--- src/sv/mpms_pkg.sv ---
// ----------------------------------------------------------------------------
// mpms_pkg
// Shared constants, codes and helpers for the Manhattan p-median search.
// ----------------------------------------------------------------------------
package mpms_pkg;

    localparam int MAX_HOUSES = 128;
    localparam int MAX_SITES  = 16;
    localparam int MAX_SIDE   = 64;

    localparam int HIDX_W  = $clog2(MAX_HOUSES);
    localparam int HCNT_W  = $clog2(MAX_HOUSES + 1);
    localparam int SIDX_W  = $clog2(MAX_SITES);
    localparam int SCNT_W  = $clog2(MAX_SITES + 1);
    localparam int MASK_W  = MAX_SITES + 1;
    localparam int COORD_W = 7;
    localparam int DIST_W  = 7;
    localparam int TOTAL_W = 14;
    localparam int SIDE_W  = 7;
    localparam int OPEN_W  = 5;
    localparam int CFG_W   = 7;
    localparam int CIDX_W  = 1;

    localparam logic [TOTAL_W-1:0] DIST_MAX = '1;
    localparam logic [DIST_W-1:0]  NEAR_INIT = '1;

    // cell content codes
    localparam logic [1:0] KIND_HOUSE = 2'd1;
    localparam logic [1:0] KIND_SITE  = 2'd2;

    // configuration register indexes
    localparam logic [CIDX_W-1:0] REG_GRID_SIDE = 1'd0;
    localparam logic [CIDX_W-1:0] REG_MAX_OPEN  = 1'd1;

    function automatic logic [SCNT_W-1:0] popcount(input logic [MASK_W-1:0] v);
        logic [SCNT_W-1:0] n;
        n = '0;
        for (int i = 0; i < MAX_SITES; i++)
        begin
            n = n + SCNT_W'(v[i]);
        end
        return n;
    endfunction

    function automatic logic [COORD_W-1:0] absdiff(input logic [COORD_W-1:0] a,
                                                   input logic [COORD_W-1:0] b);
        return (a > b) ? (a - b) : (b - a);
    endfunction

endpackage

--- src/sv/mpms_ifs.sv ---
// ----------------------------------------------------------------------------
// mpms channel interfaces
// Valid/ready channels for grid cells in and the search result out.
// ----------------------------------------------------------------------------
interface mpms_cell_if;
    logic       valid;
    logic       ready;
    logic [1:0] cell_kind;
    logic       last_cell;

    modport source (output valid, output cell_kind, output last_cell, input ready);
    modport sink   (input valid, input cell_kind, input last_cell, output ready);
endinterface

interface mpms_result_if;
    logic                           valid;
    logic                           ready;
    logic [mpms_pkg::TOTAL_W-1:0]   total_distance;
    logic                           no_site;

    modport source (output valid, output total_distance, output no_site, input ready);
    modport sink   (input valid, input total_distance, input no_site, output ready);
endinterface

--- src/sv/manhattan_p_median_search.sv ---
// ----------------------------------------------------------------------------
// manhattan_p_median_search
// Loads a grid of cells, then finds the least total house-to-nearest-site
// Manhattan distance over all choices of open sites.
// ----------------------------------------------------------------------------
// Cells are taken one per cycle in row-major order. After the cell marked
// last, the block stops taking cells and runs the search with a single
// distance/compare unit: it walks every site mask, and for each mask with
// min(max_open, sites) members it reads each house from memory, steps
// through every stored site to find the nearest open one, and then folds
// the sum into the running best. The result is then handed to an output
// register and cell loading resumes while it waits to be taken. A grid
// without sites skips the search and answers with no_site set.
// ----------------------------------------------------------------------------
module manhattan_p_median_search (
    input  logic                             clk,
    input  logic                             rst_n,
    input  logic                             cfg_we,
    input  logic [mpms_pkg::CIDX_W-1:0]      cfg_index,
    input  logic [mpms_pkg::CFG_W-1:0]       cfg_data,
    mpms_cell_if.sink                        cell_in,
    mpms_result_if.source                    result_out
);

    typedef enum logic [6:0] {
        ST_LOAD  = 7'b0000001,
        ST_START = 7'b0000010,
        ST_MASK  = 7'b0000100,
        ST_HWAIT = 7'b0001000,
        ST_SCAN  = 7'b0010000,
        ST_MEND  = 7'b0100000,
        ST_FIN   = 7'b1000000
    } state_t;

    state_t state_reg, state_next;

    logic [mpms_pkg::SIDE_W-1:0]  grid_side_reg;
    logic [mpms_pkg::OPEN_W-1:0]  max_open_reg;

    logic [mpms_pkg::COORD_W-1:0] cursor_row_reg, cursor_row_next;
    logic [mpms_pkg::COORD_W-1:0] cursor_col_reg, cursor_col_next;
    logic [mpms_pkg::HCNT_W-1:0]  house_count_reg, house_count_next;
    logic [mpms_pkg::SCNT_W-1:0]  site_count_reg, site_count_next;

    logic [mpms_pkg::COORD_W-1:0] site_row_reg [mpms_pkg::MAX_SITES];
    logic [mpms_pkg::COORD_W-1:0] site_col_reg [mpms_pkg::MAX_SITES];

    logic [mpms_pkg::MASK_W-1:0]  mask_reg, mask_next;
    logic [mpms_pkg::SCNT_W-1:0]  k_reg, k_next;
    logic [mpms_pkg::HCNT_W-1:0]  h_reg, h_next;
    logic [mpms_pkg::SIDX_W-1:0]  s_reg, s_next;
    logic [mpms_pkg::DIST_W-1:0]  near_reg, near_next;
    logic [mpms_pkg::TOTAL_W-1:0] sum_reg, sum_next;
    logic [mpms_pkg::TOTAL_W-1:0] best_reg, best_next;
    logic                         nosite_reg, nosite_next;

    logic                         out_valid_reg, out_valid_next;
    logic [mpms_pkg::TOTAL_W-1:0] out_total_reg, out_total_next;
    logic                         out_nosite_reg, out_nosite_next;

    logic [mpms_pkg::SIDE_W-1:0]  side;
    logic                         accept;
    logic                         in_grid;
    logic                         store_house;
    logic                         store_site;
    logic                         out_free;

    logic [2*mpms_pkg::COORD_W-1:0] ram_wr_data;
    logic [2*mpms_pkg::COORD_W-1:0] ram_rd_data;
    logic [mpms_pkg::COORD_W-1:0]   h_row, h_col;

    logic [mpms_pkg::DIST_W:0]    site_dist;
    logic [mpms_pkg::DIST_W-1:0]  near_cand;
    logic [mpms_pkg::TOTAL_W:0]   sum_add;
    logic [mpms_pkg::TOTAL_W-1:0] sum_sat;
    logic [mpms_pkg::SCNT_W-1:0]  open_lim;
    logic [mpms_pkg::MASK_W-1:0]  mask_limit;
    logic                         last_site;

    // ---------------- configuration ----------------
    always_ff @(posedge clk or negedge rst_n)
    begin
        if (!rst_n)
        begin
            grid_side_reg <= mpms_pkg::SIDE_W'(5);
            max_open_reg  <= mpms_pkg::OPEN_W'(1);
        end
        else if (cfg_we)
        begin
            unique case (cfg_index)
                mpms_pkg::REG_GRID_SIDE: grid_side_reg <= cfg_data;
                mpms_pkg::REG_MAX_OPEN:  max_open_reg  <= cfg_data[mpms_pkg::OPEN_W-1:0];
                default: ;
            endcase
        end
    end

    always_comb
    begin
        if (grid_side_reg == '0)
            side = mpms_pkg::SIDE_W'(1);
        else if (grid_side_reg > mpms_pkg::SIDE_W'(mpms_pkg::MAX_SIDE))
            side = mpms_pkg::SIDE_W'(mpms_pkg::MAX_SIDE);
        else
            side = grid_side_reg;
    end

    // ---------------- cell loading ----------------
    assign cell_in.ready = (state_reg == ST_LOAD);
    assign accept        = cell_in.valid && cell_in.ready;
    assign in_grid       = (cursor_row_reg <= side);
    assign store_house   = accept && in_grid && (cell_in.cell_kind == mpms_pkg::KIND_HOUSE)
                           && (house_count_reg < mpms_pkg::HCNT_W'(mpms_pkg::MAX_HOUSES));
    assign store_site    = accept && in_grid && (cell_in.cell_kind == mpms_pkg::KIND_SITE)
                           && (site_count_reg < mpms_pkg::SCNT_W'(mpms_pkg::MAX_SITES));
    assign ram_wr_data   = {cursor_row_reg, cursor_col_reg};

    mpms_ram #(
        .WIDTH (2 * mpms_pkg::COORD_W),
        .DEPTH (mpms_pkg::MAX_HOUSES)
    ) u_house_ram (
        .clk     (clk),
        .we      (store_house),
        .wr_addr (house_count_reg[mpms_pkg::HIDX_W-1:0]),
        .wr_data (ram_wr_data),
        .rd_addr (h_reg[mpms_pkg::HIDX_W-1:0]),
        .rd_data (ram_rd_data)
    );

    assign h_row = ram_rd_data[2*mpms_pkg::COORD_W-1:mpms_pkg::COORD_W];
    assign h_col = ram_rd_data[mpms_pkg::COORD_W-1:0];

    always_ff @(posedge clk)
    begin
        if (store_site)
        begin
            site_row_reg[site_count_reg[mpms_pkg::SIDX_W-1:0]] <= cursor_row_reg;
            site_col_reg[site_count_reg[mpms_pkg::SIDX_W-1:0]] <= cursor_col_reg;
        end
    end

    // ---------------- shared distance unit ----------------
    assign site_dist = {1'b0, mpms_pkg::absdiff(h_row, site_row_reg[s_reg])}
                     + {1'b0, mpms_pkg::absdiff(h_col, site_col_reg[s_reg])};
    assign near_cand = (mask_reg[s_reg] && (site_dist < {1'b0, near_reg}))
                       ? site_dist[mpms_pkg::DIST_W-1:0] : near_reg;
    assign sum_add   = {1'b0, sum_reg}
                     + {{(mpms_pkg::TOTAL_W + 1 - mpms_pkg::DIST_W){1'b0}}, near_cand};
    assign sum_sat   = (sum_add > {1'b0, mpms_pkg::DIST_MAX})
                       ? mpms_pkg::DIST_MAX : sum_add[mpms_pkg::TOTAL_W-1:0];
    assign last_site = ({1'b0, s_reg} == (site_count_reg - mpms_pkg::SCNT_W'(1)));

    assign open_lim   = (max_open_reg == '0) ? mpms_pkg::SCNT_W'(1) : max_open_reg;
    assign mask_limit = mpms_pkg::MASK_W'(1) << site_count_reg;
    assign out_free   = !out_valid_reg || result_out.ready;

    // ---------------- sequencer ----------------
    always_comb
    begin
        state_next       = state_reg;
        cursor_row_next  = cursor_row_reg;
        cursor_col_next  = cursor_col_reg;
        house_count_next = house_count_reg;
        site_count_next  = site_count_reg;
        mask_next        = mask_reg;
        k_next           = k_reg;
        h_next           = h_reg;
        s_next           = s_reg;
        near_next        = near_reg;
        sum_next         = sum_reg;
        best_next        = best_reg;
        nosite_next      = nosite_reg;
        out_valid_next   = out_valid_reg;
        out_total_next   = out_total_reg;
        out_nosite_next  = out_nosite_reg;

        if (out_valid_reg && result_out.ready)
            out_valid_next = 1'b0;

        unique case (state_reg)
            ST_LOAD:
            begin
                if (accept)
                begin
                    if (store_house)
                        house_count_next = house_count_reg + mpms_pkg::HCNT_W'(1);
                    if (store_site)
                        site_count_next = site_count_reg + mpms_pkg::SCNT_W'(1);
                    if (in_grid)
                    begin
                        if (cursor_col_reg >= side)
                        begin
                            cursor_col_next = mpms_pkg::COORD_W'(1);
                            cursor_row_next = cursor_row_reg + mpms_pkg::COORD_W'(1);
                        end
                        else
                        begin
                            cursor_col_next = cursor_col_reg + mpms_pkg::COORD_W'(1);
                        end
                    end
                    if (cell_in.last_cell)
                        state_next = ST_START;
                end
            end
            ST_START:
            begin
                best_next = mpms_pkg::DIST_MAX;
                mask_next = mpms_pkg::MASK_W'(1);
                k_next    = (open_lim > site_count_reg) ? site_count_reg : open_lim;
                if (site_count_reg == '0)
                begin
                    nosite_next = 1'b1;
                    state_next  = ST_FIN;
                end
                else
                begin
                    nosite_next = 1'b0;
                    state_next  = ST_MASK;
                end
            end
            ST_MASK:
            begin
                if (mask_reg == mask_limit)
                    state_next = ST_FIN;
                else if (mpms_pkg::popcount(mask_reg) == k_reg)
                begin
                    h_next   = '0;
                    sum_next = '0;
                    state_next = (house_count_reg == '0) ? ST_MEND : ST_HWAIT;
                end
                else
                    mask_next = mask_reg + mpms_pkg::MASK_W'(1);
            end
            ST_HWAIT:
            begin
                // house coordinates arrive from the memory next cycle
                s_next     = '0;
                near_next  = mpms_pkg::NEAR_INIT;
                state_next = ST_SCAN;
            end
            ST_SCAN:
            begin
                near_next = near_cand;
                s_next    = s_reg + mpms_pkg::SIDX_W'(1);
                if (last_site)
                begin
                    sum_next = sum_sat;
                    h_next   = h_reg + mpms_pkg::HCNT_W'(1);
                    if ((h_reg + mpms_pkg::HCNT_W'(1)) == house_count_reg)
                        state_next = ST_MEND;
                    else
                        state_next = ST_HWAIT;
                end
            end
            ST_MEND:
            begin
                if (sum_reg < best_reg)
                    best_next = sum_reg;
                mask_next  = mask_reg + mpms_pkg::MASK_W'(1);
                state_next = ST_MASK;
            end
            ST_FIN:
            begin
                if (out_free)
                begin
                    out_valid_next   = 1'b1;
                    out_total_next   = best_reg;
                    out_nosite_next  = nosite_reg;
                    house_count_next = '0;
                    site_count_next  = '0;
                    cursor_row_next  = mpms_pkg::COORD_W'(1);
                    cursor_col_next  = mpms_pkg::COORD_W'(1);
                    best_next        = mpms_pkg::DIST_MAX;
                    state_next       = ST_LOAD;
                end
            end
            default:
            begin
                state_next = ST_LOAD;
            end
        endcase
    end

    always_ff @(posedge clk or negedge rst_n)
    begin
        if (!rst_n)
        begin
            state_reg       <= ST_LOAD;
            cursor_row_reg  <= mpms_pkg::COORD_W'(1);
            cursor_col_reg  <= mpms_pkg::COORD_W'(1);
            house_count_reg <= '0;
            site_count_reg  <= '0;
            best_reg        <= mpms_pkg::DIST_MAX;
            out_valid_reg   <= 1'b0;
        end
        else
        begin
            state_reg       <= state_next;
            cursor_row_reg  <= cursor_row_next;
            cursor_col_reg  <= cursor_col_next;
            house_count_reg <= house_count_next;
            site_count_reg  <= site_count_next;
            best_reg        <= best_next;
            out_valid_reg   <= out_valid_next;
        end
    end

    always_ff @(posedge clk)
    begin
        mask_reg       <= mask_next;
        k_reg          <= k_next;
        h_reg          <= h_next;
        s_reg          <= s_next;
        near_reg       <= near_next;
        sum_reg        <= sum_next;
        nosite_reg     <= nosite_next;
        out_total_reg  <= out_total_next;
        out_nosite_reg <= out_nosite_next;
    end

    assign result_out.valid          = out_valid_reg;
    assign result_out.total_distance = out_total_reg;
    assign result_out.no_site        = out_nosite_reg;

endmodule

--- src/sv/mpms_ram.sv ---
// ----------------------------------------------------------------------------
// mpms_ram
// Generic single-port-write, single-port-read RAM with registered read data.
// ----------------------------------------------------------------------------
module mpms_ram #(
    parameter int WIDTH = 8,
    parameter int DEPTH = 16
) (
    input  logic                     clk,
    input  logic                     we,
    input  logic [$clog2(DEPTH)-1:0] wr_addr,
    input  logic [WIDTH-1:0]         wr_data,
    input  logic [$clog2(DEPTH)-1:0] rd_addr,
    output logic [WIDTH-1:0]         rd_data
);

    logic [WIDTH-1:0] mem [DEPTH];
    logic [WIDTH-1:0] rd_data_reg;

    always_ff @(posedge clk)
    begin
        if (we)
        begin
            mem[wr_addr] <= wr_data;
        end
        rd_data_reg <= mem[rd_addr];
    end

    assign rd_data = rd_data_reg;

endmodule

--- src/flat_wrapper.sv ---
// flat-port wrapper written by rule: the top's interface ports become plain ports
module manhattan_p_median_search_flat 
  (clk, rst_n, cfg_we, cfg_index, cfg_data, cell_in_valid, cell_in_cell_kind, cell_in_last_cell, cell_in_ready, result_out_valid, result_out_total_distance, result_out_no_site, result_out_ready);
  mpms_cell_if cell_in_i ();
  mpms_result_if result_out_i ();
  input  logic clk;
  input  logic rst_n;
  input  logic cfg_we;
  input  logic [mpms_pkg::CIDX_W-1:0] cfg_index;
  input  logic [mpms_pkg::CFG_W-1:0] cfg_data;
  input wire logic [$bits(cell_in_i.valid)-1:0] cell_in_valid;
  input wire logic [$bits(cell_in_i.cell_kind)-1:0] cell_in_cell_kind;
  input wire logic [$bits(cell_in_i.last_cell)-1:0] cell_in_last_cell;
  output wire logic [$bits(cell_in_i.ready)-1:0] cell_in_ready;
  output wire logic [$bits(result_out_i.valid)-1:0] result_out_valid;
  output wire logic [$bits(result_out_i.total_distance)-1:0] result_out_total_distance;
  output wire logic [$bits(result_out_i.no_site)-1:0] result_out_no_site;
  input wire logic [$bits(result_out_i.ready)-1:0] result_out_ready;
  assign cell_in_i.valid = cell_in_valid;
  assign cell_in_i.cell_kind = cell_in_cell_kind;
  assign cell_in_i.last_cell = cell_in_last_cell;
  assign cell_in_ready = cell_in_i.ready;
  assign result_out_valid = result_out_i.valid;
  assign result_out_total_distance = result_out_i.total_distance;
  assign result_out_no_site = result_out_i.no_site;
  assign result_out_i.ready = result_out_ready;
  manhattan_p_median_search u_core (.clk(clk), .rst_n(rst_n), .cfg_we(cfg_we), .cfg_index(cfg_index), .cfg_data(cfg_data), .cell_in(cell_in_i), .result_out(result_out_i));
endmodule
--- config.mk ---
export PLATFORM = sky130hd
export DESIGN_NAME = manhattan_p_median_search_flat
export DESIGN_NICKNAME = d
export VERILOG_FILES = /design/src/sv/mpms_pkg.sv /design/src/sv/mpms_ifs.sv /design/src/sv/manhattan_p_median_search.sv /design/src/sv/mpms_ram.sv /design/src/flat_wrapper.sv
export SDC_FILE = /design/constraint.sdc
export NUM_CORES = 2
export LEC_CHECK = 0
export CAP_MARGIN = 20
export CORE_UTILIZATION = 30
export DETAILED_ROUTE_END_ITERATION = 10
export DONT_BUFFER_PORTS = 1
export PLACE_DENSITY = 0.42
export SETUP_SLACK_MARGIN = 0.4
export SLEW_MARGIN = 25
export SYNTH_ARGS = -nofsm -noshare
export SYNTH_HDL_FRONTEND = slang
export SYNTH_SLANG_ARGS = --single-unit
--- constraint.sdc ---
create_clock -name clk -period 8.6 [get_ports clk]
set_input_delay 0.43 -clock clk [delete_from_list [all_inputs] [get_ports clk]]
set_output_delay 0.43 -clock clk [all_outputs]
set_load 0.01 [all_outputs]
==> metrics.csv <==
metric,value,unit
initial core utilization,30.2,%
Sw Pwr,6.45,mW
pin count of the biggest net entering global routing,99,
Routed Antenna Nets,0,
Syn Nets,4578,
Pwr per Cell Area,251,mW/mm2
M1 WL,117000,um
cell mode on critical path,ha_1,
Final Hold Fails,0,
CTS sink count,2166,
drt initial violations,4176,
Max VDD drop,0.177,mV
syn_area_per_cell,19.6,um2
die area,0.293,mm2
# IOs,33,
min Tclk post-route,7.88,ns
Static Leak,33.5,nW
yosys warns,0,
CP max FO,12,
share of cells above drive strength 1,25.7,%
Worst slew margin,22.5,%
Fillers,27000,
TritonRoute pass-1 iters,5,
Hold Path Stages,5,
hold_sp,cell_in_cell_kind[0],
Yosys reg bits,2166,
grt total ovfl,0,
gpl congestion,0.792,
worst reg2reg path depth,31,
vias per inst,5.01,
clock power share,38.4,%
worst endpoint required time,9.14,ns
vias in the first global route,45000,
period utilization,91.6,%
most frequent cell after synthesis,edfxtp_1,
Die Wd,541,um
Area Overhead vs Synth,16.3,%
CTS tree,done,
Core Region,0.289,mm2
nets,4895,
most area-consuming cells after synthesis,"edfxtp_1 (72%), mux4_2 (13%), ha_1 (1.5%)",
initial antenna violation count,19,
reg2reg setup slack,0.72,ns
"Reg clk slew, reported paths",0.06,ns
DR WL met3,13000,um
row count,197,
worst setup margin,0.723,ns
wire length per cell,28.3,um
met2 wire len,115000,um
Worst Hold End,u_core.house_count_reg[2]$_DFFE_PN0P_,
Fmax achieved,127,MHz
share of async-settable or async-resettable flops after synthesis,2.82,%
Setup Skew,0.125,ns
H-tree Lvls,4,
"top cells by count, synth","edfxtp_1 (2087), mux4_2 (523), nor2_1 (294)",
Vias,44200,
top_reg_cell synth,edfxtp_1,
top sig layer,met5,
Layout Cells excl Fill,8831,
setup TNS,0,ns
die height,541,um
"Max stage delay cell, worst path",mux4_2,
cell area after synthesis,0.0873,mm2
post-synthesis sequential area ratio,74.0,%
Syn Inst Count,4443,
Place WS,0.345,ns
Yosys top cell by area,edfxtp_1,
final slew viol count,0,
clock network latency to the later pin of the worst-skew pair,0.94,ns
Post-synth EDFFs,2087,
first-pass GRT wire length,352000,um
WL final,250000,um
Cell variety after synth,86,
max-cap viol count,0,
top cell type's share of synthesized area,71.8,%
CP Capture Type,register,
status,finished clean,
R2R Path End,u_core.sum_reg[6]$_SDFFCE_PP0P_,
GRT Util Overall,16.8,%
setup violators final,0,
crit path buf inv count,3,
Sw Share,25.3,%
I/O Buffers,0,
Gate power share,10.2,%
worst-margin pin slew,1.16,ns
worst hold-check path type,in2reg,
drt drc,0,
Int Pwr,19.0,mW
root buf cell,clkbuf_16,
Max clock buf depth,4,
RSZ-0062 raised after global routing,no,
Critical Path Max Stage Delay,0.59,ns
critical path type,reg2reg,
max reg flops,1792,
HPWL Detailed,149000,um
CP top delay family,compound AO/OA/AOI/OAI gates,
power share of the sequential group,51.4,%
Worst EP arrival,8.41,ns
Cells after DPL,8355,
CTS Buf Count,235,
Worst setup SP type,register,
-- logic make-up (layout without fill, tap and decap cells) --
kind of cell,count (synthesis),in the layout,synth area share (%)
xor+xnor,68,68,0.698
simple gates,748,748,3.96
flops,2166,2166,74.0
mux,591,591,14.3
other cells,0,6,0
buf+inv,331,833,1.54
fa+ha+maj,119,119,1.84
compound gates,420,420,3.62
-- per-layer routing --
layer	up-vias	GRT usage (%)
li1	18900	-
met1	23900	24.3
met2	1114	26.1
met3	316	3.06
met4	4	4.28
met5	-	0
-- worst register-to-register path: cells and delay by family, from the launching register on --
kind | cells | cell delay [ns]
simple gates | 5 | 0.77
flops | 1 | 0.38
buf+inv | 3 | 0.44
fa+ha+maj | 5 | 1.59
mux | 4 | 1.64
xor+xnor | 2 | 0.33
compound gates | 12 | 2.36
-- through the flow --
step           util (%)  power [mW]  hold slack (ns)  area (um2)
2_1_floorplan         -        14.6            0.134       87300
3_3_place_gp       32.3        15.8            0.140       93300
3_5_place_dp       32.4        15.8            0.141       93500
4_1_cts            35.0        25.7           0.0112      101000
5_1_grt            35.2        26.4           0.0772      101000
6_report           35.2        25.5           0.0849      101000
-- repair_timing --
item,in CTS,in global routing
pin swaps,0,3
setup endpoints to repair,4,14
hold endpoints to repair,83,0
resized for setup,2,15
setup buffers,1,11
hold buffers,23,0
-- cells in the final DEF (no fill, tap or decap), types with 58 or more instances in the layout --
cell type,synthesis,routed
edfxtp_1,2087,2087
mux4_2,523,523
nor2_1,294,276
buf_4,3,239
clkbuf_16,0,237
nand2_1,197,197
ha_1,103,103
inv_1,95,93
a221oi_1,85,81
clkbuf_1,135,58
-- layout make-up --
class	count	area (um2)	area share [%]
multi-input combinational	1946	21600	21.2
sequential	2166	64600	63.7
timing repair buffer	314	2730	2.69
antenna	6	15.0	0.0148
clock inverter	127	1170	1.15
tap	3880	4850	4.78
inverter	97	367	0.361
clock buffer	295	6150	6.06
-- power by group through the flow --
stage	Combinational, mW	Clock [mW]	Sequential [mW]
final	2.59	9.78	13.1
after global routing	2.85	10.4	13.1
after CTS	2.49	10.0	13.2
after detailed placement	2.45	0	13.4
after global placement	2.37	0	13.4
after floorplan	1.27	0	13.4
-- worst max path at each step --
| stage | end | slack, ns | depth (start not counted) |
|---|---|---|---|
| after global routing | u_core.sum_reg[9]$_SDFFCE_PP0P_ | 0.35 | 31 |
| after CTS | u_core.sum_reg[9]$_SDFFCE_PP0P_ | 0.42 | 29 |
| after detailed placement | u_core.sum_reg[11]$_SDFFCE_PP0P_ | 0.34 | 29 |
| after global placement | u_core.sum_reg[9]$_SDFFCE_PP0P_ | 0.32 | 29 |
| after floorplan | u_core.sum_reg[0]$_SDFFCE_PP0P_ | 0.45 | 33 |
| final | u_core.sum_reg[6]$_SDFFCE_PP0P_ | 0.72 | 31 |
Note: power is estimated with default switching activity, not from simulation.
